## config.mk

```make
export PLATFORM = sky130hd
export DESIGN_NAME = nmea_sentence_framer
export DESIGN_NICKNAME = d
export VERILOG_FILES = /design/src/rtl/nsf_pkg.sv /design/src/rtl/nsf_store.sv /design/src/rtl/nsf_ctrl.sv /design/src/rtl/nmea_sentence_framer.sv
export SDC_FILE = /design/constraint.sdc
export NUM_CORES = 2
export LEC_CHECK = 0
export BUFFER_PORTS_ARGS = -buffer_cell sky130_fd_sc_hd__buf_2
export CELL_PAD_IN_SITES_DETAIL_PLACEMENT = 2
export CELL_PAD_IN_SITES_GLOBAL_PLACEMENT = 2
export CORE_ASPECT_RATIO = 1.4
export CORE_MARGIN = 2
export CORE_UTILIZATION = 43
export DETAILED_ROUTE_END_ITERATION = 10
export GPL_TIMING_DRIVEN = 0
export PLACE_DENSITY = 0.76
export SKIP_CTS_REPAIR_TIMING = 1
export SLEW_MARGIN = 20
export SYNTH_ARGS = -nofsm -noshare
export SYNTH_HDL_FRONTEND = slang
export SYNTH_SLANG_ARGS = --single-unit
```

## constraint.sdc

```tcl
create_clock -name aclk -period 23.3 [get_ports aclk]
set_input_delay 4.66 -clock aclk [delete_from_list [all_inputs] [get_ports aclk]]
set_output_delay 4.66 -clock aclk [all_outputs]
set_load 0.02 [all_outputs]
```

## src/rtl/nsf_pkg.sv

```systemverilog
`timescale 1ns / 1ps

package nsf_pkg;

    localparam int SENTENCE_BYTES = 128;
    localparam int FILL_W         = $clog2(SENTENCE_BYTES);
    localparam int ADDR_W         = FILL_W + 1;
    localparam int STORE_DEPTH    = 2 * SENTENCE_BYTES;
    localparam int IDX_W          = 7;
    localparam int LEN_W          = 7;
    localparam int CMP_W          = (FILL_W > IDX_W) ? FILL_W : IDX_W;
    localparam int CNT_W          = 32;
    localparam int TMO_W          = 16;

    localparam int S_TDATA_W      = 16;
    localparam int S_TUSER_W      = 2;
    localparam int M_TDATA_W      = 80;
    localparam int M_TUSER_W      = 1;

    localparam logic [7:0]       CH_START      = 8'h24;
    localparam logic [7:0]       CH_CR         = 8'h0D;
    localparam logic [7:0]       CH_LF         = 8'h0A;
    localparam logic [TMO_W-1:0] TIMEOUT_RESET = 16'd1000;

    typedef enum logic [1:0] {
        CMD_BYTE = 2'd0,
        CMD_TICK = 2'd1,
        CMD_READ = 2'd2,
        CMD_NOP  = 2'd3
    } cmd_t;

    typedef struct packed {
        logic              we;
        logic [ADDR_W-1:0] addr;
        logic [7:0]        data;
    } mem_wr_t;

    typedef struct packed {
        logic              re;
        logic [ADDR_W-1:0] addr;
    } mem_rd_t;

    typedef struct packed {
        logic             done;
        logic [LEN_W-1:0] length;
        logic [CNT_W-1:0] dropped;
        logic [CNT_W-1:0] age;
        logic             fresh;
        logic             rd_hit;
    } status_t;

endpackage

```

## src/rtl/nsf_store.sv

```systemverilog
`timescale 1ns / 1ps

module nsf_store (
    input  logic             aclk,
    input  nsf_pkg::mem_wr_t wr,
    input  nsf_pkg::mem_rd_t rd,
    output logic [7:0]       rd_data
);
    import nsf_pkg::*;

    logic [7:0] mem [STORE_DEPTH];
    logic [7:0] rd_data_reg;

    always_ff @(posedge aclk) begin
        if (wr.we) begin
            mem[wr.addr] <= wr.data;
        end
    end

    always_ff @(posedge aclk) begin
        if (rd.re) begin
            rd_data_reg <= mem[rd.addr];
        end
    end

    assign rd_data = rd_data_reg;

endmodule

```

## src/rtl/nsf_ctrl.sv

```systemverilog
`timescale 1ns / 1ps

module nsf_ctrl (
    input  logic                      aclk,
    input  logic                      aresetn,
    input  logic                      cfg_we,
    input  logic [nsf_pkg::TMO_W-1:0] cfg_wdata,
    input  logic                      accept,
    input  nsf_pkg::cmd_t             cmd,
    input  logic [7:0]                rx_byte,
    input  logic [nsf_pkg::IDX_W-1:0] read_index,
    output nsf_pkg::mem_wr_t          wr,
    output nsf_pkg::mem_rd_t          rd,
    output nsf_pkg::status_t          status
);
    import nsf_pkg::*;

    logic              in_frame_reg, in_frame_next;
    logic [FILL_W-1:0] fill_reg, fill_next;
    logic              bank_reg, bank_next;
    logic [FILL_W-1:0] pub_len_reg, pub_len_next;
    logic              have_reg, have_next;
    logic [CNT_W-1:0]  age_reg, age_next;
    logic [CNT_W-1:0]  drop_reg, drop_next;
    logic [TMO_W-1:0]  timeout_reg;
    logic              done;
    logic              rd_hit;
    logic [CNT_W-1:0]  age_out;

    always_comb begin
        in_frame_next = in_frame_reg;
        fill_next     = fill_reg;
        bank_next     = bank_reg;
        pub_len_next  = pub_len_reg;
        have_next     = have_reg;
        age_next      = age_reg;
        drop_next     = drop_reg;
        done          = 1'b0;
        rd_hit        = 1'b0;
        wr            = '0;
        rd            = '0;
        if (accept) begin
            unique case (cmd)
                CMD_BYTE: begin
                    if (rx_byte == CH_START) begin
                        in_frame_next = 1'b1;
                        fill_next     = FILL_W'(1);
                        wr.we         = 1'b1;
                        wr.addr       = {bank_reg, {FILL_W{1'b0}}};
                        wr.data       = rx_byte;
                    end else if (in_frame_reg && rx_byte != CH_CR) begin
                        if (rx_byte == CH_LF) begin
                            if (fill_reg > FILL_W'(1)) begin
                                pub_len_next = fill_reg;
                                bank_next    = ~bank_reg;
                                have_next    = 1'b1;
                                age_next     = '0;
                                done         = 1'b1;
                            end
                            in_frame_next = 1'b0;
                            fill_next     = '0;
                        end else if (fill_reg < FILL_W'(SENTENCE_BYTES - 1)) begin
                            wr.we     = 1'b1;
                            wr.addr   = {bank_reg, fill_reg};
                            wr.data   = rx_byte;
                            fill_next = fill_reg + FILL_W'(1);
                        end else begin
                            drop_next     = drop_reg + CNT_W'(1);
                            in_frame_next = 1'b0;
                            fill_next     = '0;
                        end
                    end
                end
                CMD_TICK: begin
                    if (have_reg && age_reg != '1) begin
                        age_next = age_reg + CNT_W'(1);
                    end
                end
                CMD_READ: begin
                    rd.re   = 1'b1;
                    rd.addr = {~bank_reg, FILL_W'(read_index)};
                    rd_hit  = have_reg && (CMP_W'(read_index) < CMP_W'(pub_len_reg));
                end
                default: begin
                end
            endcase
        end
    end

    assign age_out        = have_next ? age_next : '0;
    assign status.done    = done;
    assign status.length  = have_next ? LEN_W'(pub_len_next) : '0;
    assign status.dropped = drop_next;
    assign status.age     = age_out;
    assign status.fresh   = have_next && (age_out <= CNT_W'(timeout_reg));
    assign status.rd_hit  = rd_hit;

    always_ff @(posedge aclk) begin
        if (!aresetn) begin
            in_frame_reg <= 1'b0;
            fill_reg     <= '0;
            bank_reg     <= 1'b0;
            pub_len_reg  <= '0;
            have_reg     <= 1'b0;
            age_reg      <= '0;
            drop_reg     <= '0;
            timeout_reg  <= TIMEOUT_RESET;
        end else begin
            in_frame_reg <= in_frame_next;
            fill_reg     <= fill_next;
            bank_reg     <= bank_next;
            pub_len_reg  <= pub_len_next;
            have_reg     <= have_next;
            age_reg      <= age_next;
            drop_reg     <= drop_next;
            if (cfg_we) begin
                timeout_reg <= cfg_wdata;
            end
        end
    end

endmodule

```

## src/rtl/nmea_sentence_framer.sv

```systemverilog
`timescale 1ns / 1ps
// NMEA sentence framer.
// Slave stream: one beat per command. s_tuser carries the command (received
// byte, millisecond tick, read of the latest sentence, no-op); s_tdata carries the
// received character and the read index. '$' opens a sentence, LF publishes
// it (if it holds more than the '$') by swapping the banks of a two-bank byte
// store, overlong sentences are dropped and counted.
// Master stream: exactly one beat per slave beat, in order. m_tuser flags a
// beat that published a sentence; m_tdata carries length, read byte, drop
// count, age and the fresh flag, all taken after that command's update.
// Path: state update and store access when a beat is accepted (store read
// data registered), then the output register. Throughput: 1 beat per
// cycle while m_tready does not stall, set by the read-modify-write of the
// framing state on each accepted beat and one store port pair.
// Reset (aresetn low, synchronous) empties the pipeline, closes any frame,
// clears counters and sets the timeout to 1000 ms; store contents are kept.
// A master stall holds the output beat; one more beat can enter behind it,
// after that s_tready drops until m_tready returns.
// cfg_we/cfg_wdata write the stale timeout; write only while idle.

module nmea_sentence_framer (
    input  logic                          aclk,
    input  logic                          aresetn,
    input  logic                          cfg_we,
    input  logic [nsf_pkg::TMO_W-1:0]     cfg_wdata,
    input  logic                          s_tvalid,
    output logic                          s_tready,
    input  logic [nsf_pkg::S_TDATA_W-1:0] s_tdata,  // rx_byte[7:0], read_index[14:8], zero pad
    input  logic [nsf_pkg::S_TUSER_W-1:0] s_tuser,  // cmd[1:0]
    output logic                          m_tvalid,
    input  logic                          m_tready,
    output logic [nsf_pkg::M_TDATA_W-1:0] m_tdata,  // latest_length[6:0], read_data[14:7],
                                                    // dropped_count[46:15], age_ms[78:47],
                                                    // fresh[79]
    output logic [nsf_pkg::M_TUSER_W-1:0] m_tuser   // sentence_done[0]
);
    import nsf_pkg::*;

    logic       accept;
    mem_wr_t    wr;
    mem_rd_t    rd;
    status_t    status;
    logic [7:0] store_q;

    logic       p1_valid_reg, p1_valid_next;
    status_t    p1_stat_reg;
    logic       m_valid_reg, m_valid_next;
    status_t    m_stat_reg;
    logic [7:0] m_rdata_reg;
    logic       p1_adv;

    assign p1_adv   = p1_valid_reg && (!m_valid_reg || m_tready);
    assign s_tready = !p1_valid_reg || !m_valid_reg || m_tready;
    assign accept   = s_tvalid && s_tready;

    nsf_ctrl u_ctrl (
        .aclk       (aclk),
        .aresetn    (aresetn),
        .cfg_we     (cfg_we),
        .cfg_wdata  (cfg_wdata),
        .accept     (accept),
        .cmd        (cmd_t'(s_tuser[1:0])),
        .rx_byte    (s_tdata[7:0]),
        .read_index (s_tdata[14:8]),
        .wr         (wr),
        .rd         (rd),
        .status     (status)
    );

    nsf_store u_store (
        .aclk    (aclk),
        .wr      (wr),
        .rd      (rd),
        .rd_data (store_q)
    );

    always_comb begin
        p1_valid_next = p1_valid_reg;
        m_valid_next  = m_valid_reg;
        if (m_valid_reg && m_tready) begin
            m_valid_next = 1'b0;
        end
        if (p1_adv) begin
            m_valid_next  = 1'b1;
            p1_valid_next = 1'b0;
        end
        if (accept) begin
            p1_valid_next = 1'b1;
        end
    end

    always_ff @(posedge aclk) begin
        if (!aresetn) begin
            p1_valid_reg <= 1'b0;
            m_valid_reg  <= 1'b0;
        end else begin
            p1_valid_reg <= p1_valid_next;
            m_valid_reg  <= m_valid_next;
        end
    end

    always_ff @(posedge aclk) begin
        if (accept) begin
            p1_stat_reg <= status;
        end
        if (p1_adv) begin
            m_stat_reg  <= p1_stat_reg;
            m_rdata_reg <= p1_stat_reg.rd_hit ? store_q : 8'h00;
        end
    end

    assign m_tvalid = m_valid_reg;
    assign m_tdata  = {m_stat_reg.fresh, m_stat_reg.age, m_stat_reg.dropped,
                       m_rdata_reg, m_stat_reg.length};
    assign m_tuser  = m_stat_reg.done;

endmodule

```

Word-level counts from Yosys, hierarchy flattened
Memory sizes are Yosys's and may differ from the RTL's. A register that Yosys moved wholly into a read port is not among the register bits. Cells that the tools add are included.

Flip-flop bits (word level): 254. RAM bits: 2048. Bits of input ports: 39. Output and inout port bits: 83. Logic and storage cells: 111. Memories kept: 1.

Add/subtract/negate cells: 3. Magnitude comparators: 4. Eq/ne operators: 7. Muxes and demuxes: 49. Bitwise logic cells: 5. Reductions and logical operators: 20.

Memories: u_store.mem (depth 256, width 8, rd ports 1, clocked after Yosys merged registers in 1, wr ports 1, line nsf_store.sv:11) `logic [7:0] mem [STORE_DEPTH];`.

Operators by type and width (count): 32-bit two-way mux (13); 17-bit two-way mux (6); 7-bit two-way mux (10); 32-bit by 1-bit adder with 32-bit output, second input constant (2); 32-bit case mux with 2 select lines (1); 32-bit by 16-bit <= comparator with 1-bit output (1); 32-bit inequality test, second input constant (1); 9-bit two-way mux (2); 1-bit two-way mux (17); 8-bit by 4-bit equality test with 1-bit output, second input constant (1); 8-bit by 6-bit equality test with 1-bit output, second input constant (1); 8-bit by 4-bit inequality test with 1-bit output, second input constant (1); 7-bit by 1-bit adder with 7-bit output, second input constant (1); 7-bit by 1-bit greater-than comparator with 1-bit output, second input constant (1); 1-bit logical AND (7); 7-bit < comparator (1); 7-bit < comparator, second input constant (1); 6-bit AND reduction (1); 2-bit nonzero test (3); 1-bit inverter (5); 4-bit AND reduction (1); 4-bit OR reduction (1); 1-bit logical OR (3); 3-bit by 1-bit inequality test with 1-bit output, second input constant (1); other kinds (5) (6).

Depth between registers and ports, before layout
Depth in word-level cells: 10. Gate-level depth with buffers: 19. Depth with buffers taken out: 19.

Hierarchy
A second synthesis with hierarchy kept.

Cells, all modules: 4659. Area, all modules: 90381.7 um^2.

Modules (own cells, without submodules): nsf_store (times used 1, cells each 3733, area each 79636.4 um^2, sequential area each 61739.2 um^2); nsf_ctrl (times used 1, cells each 754, area each 5947.0 um^2, sequential area each 1941.9 um^2); nmea_sentence_framer (times used 1, cells each 172, area each 4798.4 um^2, sequential area each 4694.5 um^2).

Least setup slack after synthesis
OpenSTA, ideal clock, no wires.

Kind: in2reg. Start: input port s_tdata[7] (netlist bit). End: memory u_store.mem[0][2], data pin. Library setup time: 1393 ps. Arrival time: 11657 ps. Data required time: 21907 ps. Setup slack: 10250 ps. Cell stages on the path: 4. Buffers on the path: 0. Path through: or3_1 -> nor3_1 -> o21ai_0 -> nor2_1.

RTL lines: start: declaration (line nmea_sentence_framer.sv:28) `input logic [nsf_pkg::S_TDATA_W-1:0] s_tdata,`; end: declaration (line nsf_store.sv:11).

Final worst setup path
Start: input port m_tready. End: output port s_tready.

Longest elaborated chain between the ends: 1.

Ends and longest elaborated chain: start: declaration (line nmea_sentence_framer.sv:31) `input logic m_tready,`; 1-bit logical OR (line nmea_sentence_framer.sv:53) `assign s_tready = !p1_valid_reg || !m_valid_reg || m_tready;`; end: declaration (line nmea_sentence_framer.sv:27) `output logic s_tready,`.

No other way between the ends.

==> flow_results.org <==
** Status
- The flow ran to the end, and the final reports show no timing, DRC or antenna violations.

** Finish
- Layout area overhead :: 14.8%
- For this run, the number of standard cells in the final layout without fillers is 9438.
- Total Nets Final :: 6433
- Utilization after layout :: 49.5%
- The register with the most flip-flops in the layout has 2048 of them.
- The layout has 19600 filler cells.
- Fraction of final layout cells with drive strength greater than 1 :: 15.8%

** Clock tree
- Clock root cell :: sky130_fd_sc_hd__clkbuf_16
- CTS saw 2310 sinks.
- For the worst-skew pair, the clock arrives at the later sink with an insertion delay of 0.95 ns.
- Clock Pin Slew Worst Setup and Hold Paths :: 0.06 ns
- TritonCTS built the clock tree.
- Longest Clk Path Bufs :: 4
- CTS built an H-tree with a depth of 4.
- Number of CTS-inserted buffers :: 229

** Hold path
- Start point of the worst min-delay path :: p1_stat_reg[32]
- The worst hold path belongs to the class flop to flop.
- Worst hold endpoint :: m_tdata[77]
- Hold path depth :: 0

** GRT
- Largest net degree at the start of global routing :: 71
- The number of antenna violations at the first check in global routing is 63.
- For this run the aggregate overflow at the end of global routing stands at 0.
- Global routing consumed, over all layers together, 40.4% of the routing resources.
- Number of global-route vias before repair :: 67500
- The first global-routing pass estimated 597 mm of wire.

** Detailed routing
- Vias per std cell :: 6.96
- Remaining routing DRC violations :: 0
- Post-DR wirelength/cell :: 47.2 um
- Total routed wirelength :: 445 mm
- The routed layout has 65700 vias.
- First-pass iteration count of the detailed router :: 8
- For this block, the initial DRC count from the detailed router was 9812.
- Routed Antenna Nets :: 0

** Placement
- Count of input and output buffers :: 116
- Once detailed placement completed, the half-perimeter wirelength came to 305 mm.
- Once placement completed, the tool counted placed cells totaling 8976.
- Final GP Congestion :: 1.00

** Logic synthesis
- Post-synthesis cell area :: 92100 um2
- In the synthesized netlist the dominant register cell turns out to be sky130_fd_sc_hd__edfxtp_1.
- Counting distinct cell types in the post-synthesis netlist gives 89.
- Synthesized area per cell :: 15.6 um2
- After synthesis, flip-flops and latches occupy 74.3% of the total area.
- Warnings from Yosys :: 0
- In this run, synthesis produced a sequential element count of 2310.
- Post-synthesis cell count :: 5915
- After synthesis, the share of flip-flops with an asynchronous set or reset is 0%.
- Number of enable-type register cells in the synthesized netlist :: 2211

** Setup path
- The worst register-to-register path ends at u_store.mem[151][7].
- The number of cells on the worst reg-to-reg path is 11.
- Flop-to-flop setup slack :: 16.01 ns
- Kind of launch point of the worst setup path :: primary input
- Crit path max-delay family :: buffers and inverters
- Most common cell type on the critical path :: sky130_fd_sc_hd__buf_2
- Buffers & Inverters on Critical Path :: 7
- The critical path goes through buf_2 -> and3b_1 -> buf_6 -> inv_2 -> buf_2 -> clkbuf_2 -> clkbuf_1 -> buf_2.
- The largest single stage delay on the critical path is 0.82 ns.
- The largest individual stage delay along the critical path comes from the cell sky130_fd_sc_hd__clkbuf_1.
- Signal arrival time at the worst endpoint :: 7.81 ns
- Setup Crit Path Kind :: primary input to output pin
- Along the worst path, the maximum fanout reaches 11.
- Endpoint required time on the critical path :: 18.64 ns
- Endpoint class of the critical path :: output pin
- The startpoint identified for the worst register-to-register timing path is m_tvalid.

** Floorplanning
- Once the floorplan was initialized, standard cells occupied 43.1% of the core.
- I/O Pins :: 122
- Die Ht :: 552 um
- The floorplan step set the die width to 395 um.
- Row generation in the floorplan step produced 201 rows.
- The total area inside the core boundary comes to 214000 um2.
- Area enclosed by the die boundary :: 218000 um2

** Timing
- Between clock sinks in the finished design, the worst skew comes to 0.104 ns.
- Fin crit period :: 12.47 ns
- Worst Tran Pin Value :: 1.43 ns
- Final critical-path share of the clock period :: 53.5%
- The hold violation total from the final report is 0.
- Derived from the worst setup path, the maximum achievable clock frequency is 0.0802 GHz.
- Remaining max-slew budget at the tightest pin :: 3.95%
- Setup violations remaining at the end of the flow were counted as 0.
- Setup repair after global routing left no endpoint under its margin.
- Final TNS setup :: 0 ns
- The final-report max-slew violation count is 0.

** Pwr
- Maximum vdd drop :: 0.0717 mV
- P per Cell Area :: 81.8 nW/um2
- After layout, the design draws a total of 8.65 mW.
- Static leakage power :: 36.8 nW

** Job
- Count of max-cap constraint violations :: 0
-- routing by layer --
metal / GRT usage, % / share of wire (%) / up-vias
li1: - / - / 24300
met1: 43.7 / 32 / 33900
met3: 11.9 / 11 / 2001
met5: 0.392 / 0.057 / -
met2: 62.9 / 46 / 5504
met4: 39.4 / 12 / 22
-- where the power goes --
part           internal [mW]  switching [mW]  total, mW
Clock                   2.08            1.72       3.80
Combinational         0.0745           0.273      0.348
Sequential              4.50         0.00676       4.50
-- cells in the mapped netlist, types with 38 or more instances --
cell type / instances / area share [%]
sky130_fd_sc_hd__nor3_1: 54 / 0.29
sky130_fd_sc_hd__nand2_1: 328 / 1.3
sky130_fd_sc_hd__a2111oi_0: 65 / 0.62
sky130_fd_sc_hd__mux2_2: 79 / 0.97
sky130_fd_sc_hd__o21ai_0: 237 / 1.3
sky130_fd_sc_hd__o221ai_1: 116 / 1.1
sky130_fd_sc_hd__o221a_2: 65 / 0.79
sky130_fd_sc_hd__buf_2: 124 / 0.67
sky130_fd_sc_hd__mux4_2: 76 / 1.9
sky130_fd_sc_hd__and2_1: 55 / 0.37
sky130_fd_sc_hd__a31oi_1: 43 / 0.29
sky130_fd_sc_hd__clkbuf_1: 231 / 0.94
sky130_fd_sc_hd__nor4_1: 78 / 0.53
sky130_fd_sc_hd__a21oi_1: 311 / 1.7
sky130_fd_sc_hd__nor2b_1: 45 / 0.31
sky130_fd_sc_hd__nand4_1: 66 / 0.45
sky130_fd_sc_hd__mux2i_1: 430 / 4.7
sky130_fd_sc_hd__dfxtp_1: 99 / 2.2
sky130_fd_sc_hd__edfxtp_1: 2211 / 72
sky130_fd_sc_hd__nor2_1: 419 / 1.7
sky130_fd_sc_hd__inv_1: 41 / 0.17
sky130_fd_sc_hd__o22a_1: 57 / 0.54
sky130_fd_sc_hd__nand3_1: 240 / 1.3
sky130_fd_sc_hd__o22ai_1: 38 / 0.26
-- layout make-up --
class,instances,area (um2),share of cell area (%)
buffer,402,1800,1.70
tap,2842,3560,3.36
antenna,45,113,0.107
clock buffer,298,6180,5.85
timing repair buffer,207,2120,2.01
multi-input combinational,3173,22300,21.1
sequential,2310,68400,64.7
inverter,45,171,0.162
clock inverter,116,1080,1.03
-- per-stage QoR --
step / setup slack, ns / cell area (um2) / hold slack, ns
floorplan: 10.25 / 92100 / 0.400
global placement: -0.0338 / 96300 / 0.403
detailed placement: 11.07 / 98200 / 0.406
CTS: 11.05 / 105000 / 0.401
global route: 10.82 / 106000 / 0.410
finish: 10.83 / 106000 / 0.403
-- placed cells by master, fill, tap and decap left out, types with 44 or more instances in the layout --
| cell | instances |
|---|---|
| sky130_fd_sc_hd__edfxtp_1 | 2211 |
| sky130_fd_sc_hd__mux2i_1 | 430 |
| sky130_fd_sc_hd__nor2_1 | 400 |
| sky130_fd_sc_hd__nand2_1 | 328 |
| sky130_fd_sc_hd__a21oi_1 | 310 |
| sky130_fd_sc_hd__buf_2 | 253 |
| sky130_fd_sc_hd__nand3_1 | 240 |
| sky130_fd_sc_hd__clkbuf_1 | 236 |
| sky130_fd_sc_hd__o21ai_0 | 234 |
| sky130_fd_sc_hd__clkbuf_16 | 233 |
| sky130_fd_sc_hd__o221ai_1 | 116 |
| sky130_fd_sc_hd__dfxtp_1 | 99 |
| sky130_fd_sc_hd__mux2_2 | 79 |
| sky130_fd_sc_hd__mux4_2 | 76 |
| sky130_fd_sc_hd__nand4_1 | 66 |
| sky130_fd_sc_hd__o221a_2 | 65 |
| sky130_fd_sc_hd__a2111oi_0 | 61 |
| sky130_fd_sc_hd__o22a_1 | 57 |
| sky130_fd_sc_hd__and2_1 | 55 |
| sky130_fd_sc_hd__nor3_1 | 54 |
| sky130_fd_sc_hd__clkbuf_2 | 52 |
| sky130_fd_sc_hd__nor4_2 | 47 |
| sky130_fd_sc_hd__diode_2 | 45 |
| sky130_fd_sc_hd__nor2b_1 | 44 |
-- logic make-up (layout without fill, tap and decap cells) --
| family | count (synthesis) | count (layout) | share of synthesized area, % |
|---|---|---|---|
| xor gates and xnor gates | 51 | 51 | 0.485 |
| AOI/OAI and AO/OA | 1116 | 1116 | 8.26 |
| muxes | 585 | 585 | 7.50 |
| adders and majority gates | 26 | 26 | 0.353 |
| and+or+nand+nor | 1379 | 1379 | 7.08 |
| buffers and inverters | 447 | 1068 | 2.05 |
| DFF | 2310 | 2310 | 74.3 |
| other | 1 | 61 | 0.00407 |
-- worst max path at each step --
stage / from / endpoint / slack, ns / cells past startpoint
2_1_floorplan: s_tdata[7] / u_store.mem[0][2] / 10.25 / 4
3_3_place_gp: s_tdata[7] / u_store.mem[22][5] / -0.03 / 5
3_5_place_dp: m_tready / s_tready / 11.07 / 8
4_1_cts: m_tready / s_tready / 11.05 / 8
5_1_grt: m_tready / s_tready / 10.82 / 8
6_report: m_tready / s_tready / 10.83 / 8
Power figures use the tool's default switching activity.
